File: src/rtl/usv_pkg.sv
// Package for the UTF-8 scalar validator: byte ranges, code point limits
// and the overlong bound table. No dependencies.
package usv_pkg;

    localparam int unsigned CP_W = 21;

    localparam logic [7:0] LEAD2_LO  = 8'hC2;
    localparam logic [7:0] LEAD2_HI  = 8'hDF;
    localparam logic [7:0] LEAD3_LO  = 8'hE0;
    localparam logic [7:0] LEAD3_HI  = 8'hEF;
    localparam logic [7:0] LEAD4_LO  = 8'hF0;
    localparam logic [7:0] LEAD4_HI  = 8'hF4;
    localparam logic [7:0] CONT_MASK = 8'hC0;
    localparam logic [7:0] CONT_TAG  = 8'h80;

    localparam logic [CP_W-1:0] CP_MIN2   = 21'h000080;
    localparam logic [CP_W-1:0] CP_MIN3   = 21'h000800;
    localparam logic [CP_W-1:0] CP_MIN4   = 21'h010000;
    localparam logic [CP_W-1:0] CP_MAX    = 21'h10FFFF;
    localparam logic [CP_W-1:0] SURR_LO   = 21'h00D800;
    localparam logic [CP_W-1:0] SURR_HI   = 21'h00DFFF;

    // Sequence length class: sets the smallest code point a form may carry
    localparam logic [1:0] CLS_NONE = 2'd0;
    localparam logic [1:0] CLS_TWO  = 2'd1;
    localparam logic [1:0] CLS_THREE = 2'd2;
    localparam logic [1:0] CLS_FOUR = 2'd3;

    function automatic logic [CP_W-1:0] class_minimum(input logic [1:0] cls);
        logic [CP_W-1:0] v;
        unique case (cls)
            CLS_TWO:   v = CP_MIN2;
            CLS_THREE: v = CP_MIN3;
            CLS_FOUR:  v = CP_MIN4;
            default:   v = '0;
        endcase
        return v;
    endfunction

endpackage

File: src/rtl/utf8_scalar_validator_core.sv
// UTF-8 scalar validator top level: input register, per-byte decode
// and result register. Depends on usv_pkg.
//
// Usage:
//   Input channel (i_valid / o_ready) carries one byte of a string per beat,
//   with i_last_byte on the final byte. An empty string is a single beat
//   with i_empty_marker set; it yields a result of 0 and clears all state,
//   also when it arrives in the middle of a string.
//   Output channel (o_valid / i_ready) carries one beat per finished string:
//   o_string_valid is 1 when the string is non-empty, NUL-free, well-formed
//   UTF-8 scalar values with no sequence cut short.
//   A result passes through the input register and then the result
//   register before it shows on o_valid.
//   Throughput: one byte per cycle, save where a stall holds a final byte; the per-byte decode sits
//   between the input register and the state/result registers.
//   When the receiver stalls, bytes that finish no string keep flowing;
//   a byte that finishes a string waits in the input register until the
//   result register is free, and o_ready drops meanwhile.
//   Reset (synchronous, active low) empties both registers and clears state.
module utf8_scalar_validator_core (
    input  logic       i_clk,
    input  logic       i_rst_n,
    input  logic       i_valid,
    output logic       o_ready,
    input  logic [7:0] i_byte_value,
    input  logic       i_last_byte,
    input  logic       i_empty_marker,
    output logic       o_valid,
    input  logic       i_ready,
    output logic       o_string_valid
);
    import usv_pkg::*;

    logic            r_in_vld;
    logic [7:0]      r_in_byte;
    logic            r_in_last;
    logic            r_in_empty;

    logic [1:0]      r_pend, n_pend;
    logic [CP_W-1:0] r_cp, n_cp;
    logic [1:0]      r_cls, n_cls;
    logic            r_err, n_err;

    logic            r_out_vld;
    logic            r_out_ok;

    logic            need_out;
    logic            adv;
    logic            ok;
    logic [CP_W-1:0] cp_shift;

    assign need_out = r_in_last | r_in_empty;
    assign adv      = r_in_vld & (~need_out | ~r_out_vld | i_ready);
    assign o_ready  = ~r_in_vld | adv;
    assign cp_shift = {r_cp[CP_W-7:0], r_in_byte[5:0]};

    always_comb begin
        n_pend = r_pend;
        n_cp   = r_cp;
        n_cls  = r_cls;
        n_err  = r_err;
        if (!r_err) begin
            if (r_pend == 2'd0) begin
                if (r_in_byte == 8'h00) begin
                    n_err = 1'b1;
                end else if (!r_in_byte[7]) begin
                    // plain ASCII: nothing to track
                end else if (r_in_byte >= LEAD2_LO && r_in_byte <= LEAD2_HI) begin
                    n_pend = 2'd1;
                    n_cp   = {16'd0, r_in_byte[4:0]};
                    n_cls  = CLS_TWO;
                end else if (r_in_byte >= LEAD3_LO && r_in_byte <= LEAD3_HI) begin
                    n_pend = 2'd2;
                    n_cp   = {17'd0, r_in_byte[3:0]};
                    n_cls  = CLS_THREE;
                end else if (r_in_byte >= LEAD4_LO && r_in_byte <= LEAD4_HI) begin
                    n_pend = 2'd3;
                    n_cp   = {18'd0, r_in_byte[2:0]};
                    n_cls  = CLS_FOUR;
                end else begin
                    n_err = 1'b1;
                end
            end else if ((r_in_byte & CONT_MASK) != CONT_TAG) begin
                n_err = 1'b1;
            end else begin
                n_pend = r_pend - 2'd1;
                n_cp   = cp_shift;
                if (r_pend == 2'd1) begin
                    // sequence complete: check overlong, range and surrogates
                    if (cp_shift < class_minimum(r_cls) || cp_shift > CP_MAX ||
                        (cp_shift >= SURR_LO && cp_shift <= SURR_HI)) begin
                        n_err = 1'b1;
                    end
                    n_cp  = '0;
                    n_cls = CLS_NONE;
                end
            end
        end
        ok = ~n_err & (n_pend == 2'd0) & ~r_in_empty;
        if (need_out) begin
            n_pend = 2'd0;
            n_cp   = '0;
            n_cls  = CLS_NONE;
            n_err  = 1'b0;
        end
    end

    always_ff @(posedge i_clk) begin
        if (!i_rst_n) begin
            r_in_vld  <= 1'b0;
            r_pend    <= 2'd0;
            r_cp      <= '0;
            r_cls     <= CLS_NONE;
            r_err     <= 1'b0;
            r_out_vld <= 1'b0;
        end else begin
            if (o_ready) begin
                r_in_vld <= i_valid;
            end
            if (adv) begin
                r_pend <= n_pend;
                r_cp   <= n_cp;
                r_cls  <= n_cls;
                r_err  <= n_err;
            end
            if (adv && need_out) begin
                r_out_vld <= 1'b1;
            end else if (i_ready) begin
                r_out_vld <= 1'b0;
            end
        end
    end

    // payload registers: no reset
    always_ff @(posedge i_clk) begin
        if (o_ready && i_valid) begin
            r_in_byte  <= i_byte_value;
            r_in_last  <= i_last_byte;
            r_in_empty <= i_empty_marker;
        end
        if (adv && need_out) begin
            r_out_ok <= ok;
        end
    end

    assign o_valid        = r_out_vld;
    assign o_string_valid = r_out_ok;

`ifndef SYNTH
    a_reset_empties: assert property (@(posedge i_clk)
        !i_rst_n |=> (!r_in_vld && !r_out_vld))
        else $error("registers not empty after reset");

    a_idle_tracking: assert property (@(posedge i_clk) disable iff (!i_rst_n)
        (r_pend == 2'd0) |-> (r_cls == CLS_NONE && r_cp == '0))
        else $error("sequence tracking left without pending continuations");

    a_empty_result: assert property (@(posedge i_clk) disable iff (!i_rst_n)
        (adv && r_in_empty) |=> (o_valid && !o_string_valid))
        else $error("empty string not reported invalid");

    a_end_clears: assert property (@(posedge i_clk) disable iff (!i_rst_n)
        (adv && need_out) |=> (r_pend == 2'd0 && !r_err && o_valid))
        else $error("state not cleared at end of string");

    a_no_result_lost: assert property (@(posedge i_clk) disable iff (!i_rst_n)
        (o_valid && !i_ready) |=> o_valid)
        else $error("pending result dropped");
`endif

endmodule
File: config.mk
export PLATFORM = sky130hd
export DESIGN_NAME = utf8_scalar_validator_core
export DESIGN_NICKNAME = d
export VERILOG_FILES = /design/src/rtl/usv_pkg.sv /design/src/rtl/utf8_scalar_validator_core.sv
export SDC_FILE = /design/constraint.sdc
export NUM_CORES = 1
export LEC_CHECK = 0
export BUFFER_PORTS_ARGS = -buffer_cell sky130_fd_sc_hd__buf_2
export CAP_MARGIN = 40
export CORE_MARGIN = 2
export CORE_UTILIZATION = 50
export DETAILED_ROUTE_END_ITERATION = 6
export GPL_TIMING_DRIVEN = 0
export PLACE_DENSITY = 0.69
export RECOVER_POWER = 50
export SYNTH_ARGS = -nofsm -noshare
export SYNTH_HDL_FRONTEND = slang
export SYNTH_SLANG_ARGS = --single-unit
File: constraint.sdc
create_clock -name i_clk -period 3 [get_ports i_clk]
set_input_delay 0.3 -clock i_clk [delete_from_list [all_inputs] [get_ports i_clk]]
set_output_delay 0.3 -clock i_clk [all_outputs]
set_load 0.05 [all_outputs]
==> flow_summary_export.csv, run 1 <==
group,metric,value,unit
sta,finClkSkew,0.0110,ns
worst_hold_path,hp-class,"in -> reg",
routing,drt_first_pass_iters,4,
grt,grt_pass1_wl,6150,µm
die,dieArea,0.00389,mm²
synthesis,synthXorXnorAreaFrac,0,
placement,portBuffers,16,
die,start_util,0.514,
sta,slew_viol_final,0,
grt,grt_max_degree,12,
placement,gp_congestion,0.804,
layout,drive_gt1_frac,0.159,
layout,areaGrowthSynthToFinish,11.2,%
layout,final_area,0.00189,mm²
layout,seq_area,771,µm²
synthesis,synth_common_cells,"dfxtp_1, nand2_1, a21boi_1, nand3_1, edfxtp_1",
clocking,cts_tree,"done",
setup_path,cp-end-kind,"register",
synthesis,synth-seq-area-share,0.453,
sta,hold_violations,0,
die,row_count,21,
placement,hpwl,2670,µm
clocking,clock-root-buffer,"clkbuf_4",
routing,wire_per_inst,14.2,µm
synthesis,synth_area_leader_cell,"dfxtp_1",
sta,tightest_slew,0.680,ns
synthesis,syn_area,0.00170,mm²
routing,drc,0,
synthesis,ys_ff_latch,33,
routing,antenna_left,0,
run_status,status,"completed",
synthesis,synth_top_family_by_area,"simple AND/OR/NAND/NOR gates",
clocking,cts_max_level,2,
die,core_area,0.00331,mm²
synthesis,synth_mux_area_frac,0,
routing,vias,1422,
pwr,leakage,0.670,nW
grt,gr-total-overflow,0,
setup_path,cp_slowest_cell,"dfxtp_1",
pwr,power.density,433,mW/mm²
routing,via_per_inst,5.76,
sta,clock.fmax,482,MHz
clocking,max-clock-path-buffers,2,
die,fp.dieW,62.4,µm
setup_path,critical-path-top-delay-family,"buffers and inverters",
synthesis,yosysWarnings,0,
setup_path,arrival,2.35,ns
sta,setup_tns,0,ns
synthesis,synth_simple_gate_area_frac,0.253,
synthesis,synth_ff_type,"dfxtp_1",
layout,nets,218,
synthesis,synth_cells,177,
clocking,cts.sinks,33,
setup_path,cpPeakStageDelay,0.40,ns
synthesis,synth_cell_types,47,
clocking,post-cts-setup-buffers,0,
setup_path,path_max_fanout,10,
sta,slew-limit-headroom,0.547,
routing,routed_wl,3510,µm
layout,multiInputGateArea,836,µm²
synthesis,yosys.area_share.adder,0.0294,
setup_path,crit_type,"reg -> reg",
sta,fin_crit,2.07,ns
clocking,cts_resized,0,
pwr,peakVddDrop,0.332,mV
layout,utilization,0.572,
synthesis,yosys-top-cells-area,"dfxtp_1, edfxtp_1, a21boi_1, nand3_1, nand2_1",
synthesis,syn_nets,195,
die,boundaryPins,17,
grt,grt_use_total,0.200,
synthesis,synth_edf_count,11,
synthesis,synth_compound_area_frac,0.209,
grt,antenna_found_initial,0,
clocking,hold_buffers,0,
synthesis,syn_avg_cell_area,9.62,µm²
run,drv_cap,0,
grt,grt_pass1_vias,1386,
layout,diodes,0,
setup_path,startpoint_type,"register",
die,die_y,62.4,µm
clocking,cts.clk_slew.worst_paths,0.11,ns
routing,first_iter_violations,40,
placement,dpl-instance-area,0.00184,mm²
clocking,clock_latency,0.34,ns
setup_path,crit_path_cell_trace,"inv_1, ha_1, clkbuf_8, nor3_1, clkbuf_1, nand3_1, a21boi_1",
synthesis,yosysMostFrequentCell,"dfxtp_1",
layout,fill_cells,311,
setup_path,crit_required,3.28,ns
sta,rsz0062_at_grt,"no",
synthesis,synthArstFlopShare,0,
clocking,numCtsBuffers,5,
sta,setup-violations-final,0,
sta,fin_crit_sh,0.692,
synthesis,synth_top_area_frac,0.259,
setup_path,crit_buf_inv,3,
registers in the layout, indices dropped and copies added (netlist names), 2 cells and up:
name	cells
r_cls	2
r_cp	15
r_in_byte	8
r_pend	2
metrics by stage:
step	instances	setup slack, ns	hold slack [ns]	power [W]
final	247	0.925	0.122	0.000819
after global routing	247	0.745	0.110	0.000856
after CTS	247	0.927	0.119	0.000824
after detailed placement	239	0.961	0.450	0.000581
after global placement	239	1.03	0.446	0.000579
after floorplan	177	1.12	0.399	0.000555
cells by family after synthesis:
group,count (synthesis)
compound gates,45
buf+inv,17
fa+ha+maj,4
simple gates,78
flops,33
layout by cell type (no fill, tap or decap), types with 3 or more instances in the layout:
cell	count
dfxtp_1	22
nand2_1	20
buf_2	17
nand3_1	16
a21boi_1	16
edfxtp_1	11
inv_1	7
clkbuf_4	6
nor2_1	6
nand2b_1	6
clkbuf_1	5
nor3_1	4
a21oi_1	4
o21ai_0	4
ha_1	4
o21a_1	3
nor2b_1	3
nand4b_1	3
o211ai_1	3
nand4_1	3
metal layers:
| layer | up-vias | wire [µm] | track usage | part of all wire |
|---|---|---|---|---|
| li1 | 705 | - | - | - |
| met1 | 671 | 1660 | 0.251 | 0.47 |
| met2 | 39 | 1630 | 0.327 | 0.46 |
| met3 | 7 | 158 | 0.0598 | 0.045 |
| met4 | 0 | 67 | 0.0750 | 0.019 |
| met5 | - | 0 | 0 | 0 |
path summary, 6_finish.rpt:
kind | start | endpoint | slack, ns | cells after the start
worst max-delay path | r_pend[0] | r_cp[11] | 0.93 | 7
worst min-delay path | i_byte_value[7] | r_in_byte[7] | 0.12 | 1
worst max register to register | r_pend[0] | r_cp[11] | 0.93 | 7
worst min register to register | r_cp[0] | r_cp[0] | 0.46 | 2
final cells by class:
cell class              count  share of cell area
repair buffers             16              0.0410
flip-flops and latches     33               0.407
clock buffers               5              0.0198
multi-input cells         127               0.442
well taps                  46              0.0304
clock inverters             3             0.00925
plain buffers              10              0.0370
inverters                   7              0.0139
power breakdown:
group | switching, W | total, W | internal [W]
sequential | 0.0000108 | 0.000486 | 0.000475
clock | 0.000160 | 0.000248 | 0.0000882
combinational | 0.0000504 | 0.0000854 | 0.0000350
total | 0.000221 | 0.000819 | 0.000599
Note: power is estimated with default switching activity, not from simulation.
==> run 2, diff against run 1 <==
- ABC_AREA: default -> 1
- clock period: 3 -> 2.15 ns (I/O delays scaled with it)
==> run 2 against run 1 <==
Via count increased by 0.56%; core utilization increased by 0.11 points; critical path depth increased by 4; wire length decreased by 8.9%; combinational power increased by 58%; maximum frequency increased by 12%; sequential power increased by 41%; count of clock-buffer cells in the layout increased by 2; total power increased by 43%.
==> flow_summary_export.csv, run 2 <==
group,metric,value,unit
setup_path,worstSetupStartpoint,"r_pend[0]",
synthesis,synth-seq-area-share,0.456,
routing,antenna_left,0,
synthesis,yosysWarnings,0,
pwr,power.density,622,mW/mm²
grt,grt_max_degree,11,
setup_path,cp_common_cell,"a21oi_2",
sta,final.setup.worst_slack,0.297,ns
synthesis,syn_area,0.00169,mm²
synthesis,yosysMostFrequentCell,"nand2_1",
clocking,clock_latency,0.33,ns
die,boundaryPins,17,
routing,wire_per_inst,10.9,µm
die,dieArea,0.00386,mm²
pwr,p_int,0.000872,W
clocking,max-clock-path-buffers,2,
sta,clock.fmax,540,MHz
sta,slew_viol_final,0,
pwr,leakage,0.782,nW
pwr,swShare,0.255,
setup_path,critical-path-top-delay-family,"buffers and inverters",
setup_path,crit_buf_inv,4,
layout,utilization,0.573,
setup_path,crit_required,2.41,ns
setup_path,reg2reg_from,"r_pend[0]",
setup_path,startpoint_type,"register",
layout,nets,266,
setup_path,crit_type,"reg -> reg",
sta,setup-violations-final,0,
setup_path,r2r_cells,11,
layout,final_common_cell,"nand2_1",
synthesis,synthArstFlopShare,0,
pwr,peakVddDrop,0.354,mV
setup_path,crit_cells,11,
synthesis,synth_cells,225,
pwr,pwr-share-seq,0.585,
synthesis,syn_avg_cell_area,7.52,µm²
routing,drc,0,
synthesis,synth_common_cells,"nand2_1, nor2_1, inv_1",
routing,via_per_inst,4.86,
clocking,cts_resized,0,
worst_hold_path,hp-class,"in -> reg",
clocking,cts.sinks,33,
grt,grt_use_total,0.180,
synthesis,ys_ff_latch,33,
synthesis,synth_cell_types,30,
grt,grt_pass1_vias,1299,
synthesis,synth_simple_gate_area_frac,0.320,
clocking,post-cts-setup-buffers,0,
synthesis,syn_nets,243,
layout,final_cell_mix,"nand2_1, nor2_1, inv_1",
die,row_count,21,
layout,fill_cells,317,
placement,place_ws,0.314,ns
sta,rsz0062_at_grt,"no",
synthesis,synthXorXnorAreaFrac,0,
routing,first_iter_violations,70,
grt,antenna_found_initial,0,
clocking,numCtsBuffers,5,
setup_path,r2r_slack,0.30,ns
synthesis,synth_edf_count,11,
synthesis,yosys-top-cells-area,"dfxtp_1, edfxtp_1, nand2_1, a21oi_1, nor2_1",
sta,setup_tns,0,ns
grt,gr-total-overflow,0,
sta,finClkSkew,0.00740,ns
run_status,status,"completed",
synthesis,synth_top_family_by_area,"simple AND/OR/NAND/NOR gates",
layout,largest_register_ffs,15,
pwr,power_frac_comb,0.115,
clocking,hold_buffers,0,
clocking,cts_tree,"done",
die,core_area,0.00328,mm²
synthesis,synth_ff_type,"dfxtp_1",
placement,portBuffers,16,
synthesis,yosys.area_share.adder,0.0296,
synthesis,synth_compound_area_frac,0.109,
layout,top_register,"r_cp",
sta,slew-limit-headroom,0.580,
grt,grt_pass1_wl,5540,µm
routing,routed_wl,3200,µm
setup_path,arrival,2.12,ns
setup_path,worstSetupEndpoint,"r_cp[7]",
sta,fin_crit,1.85,ns
clocking,cts_max_level,2,
die,start_util,0.515,
pwr,switching_power,0.000298,W
setup_path,worstReg2RegEnd,"r_cp[7]",
sta,hold_violations,0,
layout,drive_gt1_frac,0.141,
layout,reg_top3,"r_cp x15, r_in_byte x8",
layout,diodes,0,
sta,fin_crit_sh,0.862,
routing,drt_first_pass_iters,4,
clocking,cts.clk_slew.worst_paths,0.10,ns
routing,vias,1430,
placement,hpwl,2410,µm
synthesis,synth_mux_area_frac,0,
setup_path,path_max_fanout,10,
placement,gp_congestion,0.823,
clocking,clock-root-buffer,"clkbuf_4",
die,die_y,62.2,µm
sta,tightest_slew,0.623,ns
setup_path,cp-end-kind,"register",
pwr,p_clk_frac,0.299,
setup_path,cpPeakStageDelay,0.36,ns
setup_path,cp_slowest_cell,"dfxtp_1",
run,drv_cap,0,
synthesis,synth_top_area_frac,0.260,
setup_path,crit_path_cell_trace,"inv_1, ha_1, inv_2, a21oi_2, a21oi_2, nor2_4, nand2_4, inv_6, buf_8, nand3_1, a21oi_1",
layout,areaGrowthSynthToFinish,11.2,%
die,fp.dieW,62.2,µm
synthesis,synth_area_leader_cell,"dfxtp_1",
-- run 2: cell count changes in the layout (fill, tap and decap cells not counted), sizes merged, moves of 4 or more --
cell,delta
inv,+20
nor2,+25
nand3,+4
nand2b,-6
a21oi,+20
a21boi,-16
nand2,+39
-- run 2: cell families after synthesis --
kind of cell	after synthesis
buf+inv	31
simple gates	123
fa+ha+maj	4
flops	33
compound gates	34
-- run 2: worst min path at each step --
stage                         endpoint  cells after the start            start  slack (ns)
after floorplan           r_in_byte[0]                      0  i_byte_value[0]        0.31
after global placement    r_in_byte[4]                      1  i_byte_value[4]        0.39
after detailed placement  r_in_byte[4]                      1  i_byte_value[4]        0.39
after CTS                 r_in_byte[4]                      1  i_byte_value[4]        0.04
after global routing      r_in_byte[2]                      1  i_byte_value[2]        0.04
final                     r_in_byte[0]                      1  i_byte_value[0]        0.06
-- run 2: through the flow --
stage / hold WS [ns] / cells / total power (W) / cell area, µm²
floorplan: 0.314 / 225 / 0.000797 / 1690
global placement: 0.391 / 287 / 0.000833 / 1830
detailed placement: 0.393 / 287 / 0.000835 / 1830
CTS: 0.0427 / 294 / 0.00119 / 1880
global route: 0.0354 / 294 / 0.00123 / 1880
finish: 0.0576 / 294 / 0.00117 / 1880
-- run 2: worst reg2reg max path, delay by kind of cell, from the launching register on --
kind	cells	cell delay [ns]
AO/OA/AOI/OAI	3	0.36
adder cells (fa/ha/maj)	1	0.32
flip-flops	1	0.36
AND/OR/NAND/NOR	3	0.28
buffers and inverters	4	0.47
-- run 2: area by class of cell --
type	instances	area [µm²]	area share
inverters	27	106	0.0565
multi-input cells	161	777	0.413
well taps	46	57.6	0.0306
clock buffers	7	55.1	0.0293
plain buffers	4	37.5	0.0199
repair buffers	16	77.6	0.0412
flip-flops and latches	33	771	0.410
-- run 2: routing by layer --
| metal | vias up | part of all wire | global-route usage |
|---|---|---|---|
| met1 | 622 | 0.48 | 0.213 |
| met4 | 0 | 0.014 | 0.0583 |
| li1 | 778 | - | - |
| met2 | 24 | 0.47 | 0.310 |
| met5 | - | 0 | 0 |
| met3 | 6 | 0.042 | 0.0598 |
-- run 2: power groups by stage --
stage                     logic [W]  clock network, W  registers (W)
after floorplan           0.0000954                 0       0.000702
after global placement     0.000134                 0       0.000699
after detailed placement   0.000136                 0       0.000699
after CTS                  0.000136          0.000366       0.000685
after global routing       0.000153          0.000386       0.000689
final                      0.000135          0.000350       0.000685
==> run 3, diff against run 2 <==
--- a/config.mk
+++ b/config.mk
@@ -7,11 +7,11 @@
 export LEC_CHECK = 0
 export ABC_AREA = 1
-export BUFFER_PORTS_ARGS = -buffer_cell sky130_fd_sc_hd__buf_2
 export CAP_MARGIN = 40
 export CORE_MARGIN = 2
 export CORE_UTILIZATION = 50
+export CTS_BUF_LIST = sky130_fd_sc_hd__clkbuf_4 sky130_fd_sc_hd__clkbuf_8 sky130_fd_sc_hd__clkbuf_16
 export DETAILED_ROUTE_END_ITERATION = 6
+export DONT_BUFFER_PORTS = 1
 export GPL_TIMING_DRIVEN = 0
-export PLACE_DENSITY = 0.69
 export RECOVER_POWER = 50
 export SYNTH_ARGS = -nofsm -noshare
==> constraint.sdc (replaced) <==
create_clock -name i_clk -period 2.15 [get_ports i_clk]
set_input_delay 0.215 -clock i_clk [delete_from_list [all_inputs] [get_ports i_clk]]
set_output_delay 0.215 -clock i_clk [all_outputs]
set_load 0.1 [all_outputs]
==> run 3 against run 2 <==
First-iteration DRC count increased by 10%; sequential power increased by 2%; total power increased by 9.2%; combinational power about the same; worst setup slack got worse by 0.056 ns; via count increased by 2.2%; sequential cell count unchanged; count of clock-buffer cells in the layout increased by 1.
==> flow_summary_export.csv, run 3 (synthesized netlist as in run 2, its figures left out) <==
group,metric,value,unit
pwr,peakVddDrop,0.416,mV
routing,dr_wl_met2,1690,µm
setup_path,path_max_fanout,10,
sta,setup-violations-final,0,
sta,fin_crit_sh,0.888,
pwr,leakage,0.796,nW
layout,diodes,0,
layout,final_cell_mix,"nand2_1, nor2_1, inv_1",
clocking,max-clock-path-buffers,2,
clocking,cts_tree,"done",
placement,portBuffers,0,
placement,dpl-instance-area,0.00177,mm²
die,dieArea,0.00386,mm²
setup_path,arrival,2.12,ns
sta,tightest_slew,0.886,ns
pwr,power,0.00128,W
run_status,status,"completed",
pwr,switching_power,0.000312,W
setup_path,cp-end-kind,"register",
routing,wl_met3,98,µm
layout,areaGrowthSynthToFinish,15.8,%
sta,finClkSkew,0.00857,ns
clocking,cts_max_level,2,
sta,clock.fmax,524,MHz
setup_path,worstSetupStartpoint,"o_valid",
pwr,power.density,652,mW/mm²
routing,vias,1462,
grt,grt_max_degree,11,
die,fp.dieW,62.2,µm
routing,via_per_inst,5.02,
clocking,clock-root-buffer,"clkbuf_4",
sta,slew_viol_final,0,
layout,reg_top3,"r_cp x15, r_in_byte x8",
pwr,p_int,0.000965,W
sta,hold_ws,0.0240,ns
pwr,power_frac_comb,0.103,
die,die_y,62.2,µm
grt,grt_pass1_wl,5920,µm
routing,antenna_left,0,
die,start_util,0.515,
run,drv_cap,0,
clocking,clock_latency,0.33,ns
layout,final_common_cell,"nand2_1",
sta,fin_crit,1.91,ns
setup_path,reg2reg_from,"o_valid",
routing,drc,0,
pwr,p_clk_frac,0.350,
worst_hold_path,hp-class,"in -> reg",
setup_path,startpoint_type,"register",
routing,topRoutingLayerUsed,"met4",
routing,first_iter_violations,77,
grt,grt_pass1_vias,1400,
sta,slew-limit-headroom,0.411,
grt,gr-total-overflow,0,
sta,hold_violations,0,
layout,top_register,"r_cp",
layout,final_area,0.00196,mm²
layout,drive_gt1_frac,0.102,
setup_path,crit_type,"reg -> reg",
placement,gp_congestion,0.877,
routing,drt_first_pass_iters,4,
die,core_area,0.00328,mm²
layout,largest_register_ffs,15,
pwr,pwr-share-seq,0.547,
setup_path,crit_required,2.36,ns
layout,nets,262,
die,boundaryPins,17,
grt,antenna_found_initial,0,
pwr,swShare,0.244,
routing,routed_wl,3300,µm
routing,wire_per_inst,11.3,µm
die,row_count,21,
routing,wl_met1,1450,µm
clocking,cts.sinks,33,
clocking,cts.clk_slew.worst_paths,0.09,ns
placement,hpwl,2480,µm
clocking,numCtsBuffers,5,
grt,grt_use_total,0.195,
sta,rsz0062_at_grt,"no",
worst_hold_path,worstHoldStart,"i_rst_n",
run 3: cell count changes in the layout (fill, tap and decap cells not counted), sizes merged:
| cell | before | now |
|---|---|---|
| buf | 17 | 3 |
| dlygate4sd3 | 0 | 11 |
run 3: timing repair:
action,CTS,global route
hold buffers,11,0
hold endpoints to repair,14,0
gates resized for setup,0,0
buffers inserted,0,0
run 3: cell type report:
type | instances | area [µm²]
Buffer | 4 | 35.0
Clock buffer | 8 | 83.8
Fill cell | 322 | 1330
Inverter | 27 | 106
Multi-Input combinational cell | 161 | 777
Sequential cell | 33 | 774
Tap cell | 46 | 57.6
Timing Repair Buffer | 12 | 125
run 3: worst paths after layout:
path | end | cells past startpoint | slack, ns
max reg2reg | r_cp[10] | 8 | 0.24
min | r_cp[5] | 2 | 0.02
max | r_cp[10] | 8 | 0.24
min reg2reg | r_cp[11] | 2 | 0.46
run 3: per-layer routing:
layer / up-vias / GRT usage
li1: 775 / -
met2: 18 / 0.344
met3: 7 / 0.0507
met5: - / 0
met4: 0 / 0.0861
met1: 662 / 0.221
run 3: critical path, stage by stage (launching register included):
cell and delay, ns:
dfxtp_4 0.55, nand2_1 0.11, o21ai_0 0.55, nor2_4 0.10, nand2_4 0.14, inv_6 0.06
buf_8 0.13, nand3_1 0.07, a21oi_1 0.06
run 3: stage by stage:
| stage | TNS, ns | worst slack, ns | instances | utilization |
|---|---|---|---|---|
| after floorplan | -1.93 | -0.190 | 225 | - |
| after global placement | -3.16 | -0.306 | 271 | 0.535 |
| after detailed placement | 0 | 0.317 | 272 | 0.539 |
| after CTS | 0 | 0.301 | 291 | 0.598 |
| after global routing | 0 | 0.112 | 291 | 0.597 |
| final | 0 | 0.241 | 291 | 0.597 |
run 3: power by group through the flow:
| stage | logic, W | clock network [W] | registers (W) |
|---|---|---|---|
| after detailed placement | 0.000118 | 0 | 0.000714 |
| after global placement | 0.000116 | 0 | 0.000713 |
| after global routing | 0.000151 | 0.000493 | 0.000704 |
| after CTS | 0.000135 | 0.000458 | 0.000699 |
| final | 0.000132 | 0.000446 | 0.000699 |
| after floorplan | 0.0000971 | 0 | 0.000709 |
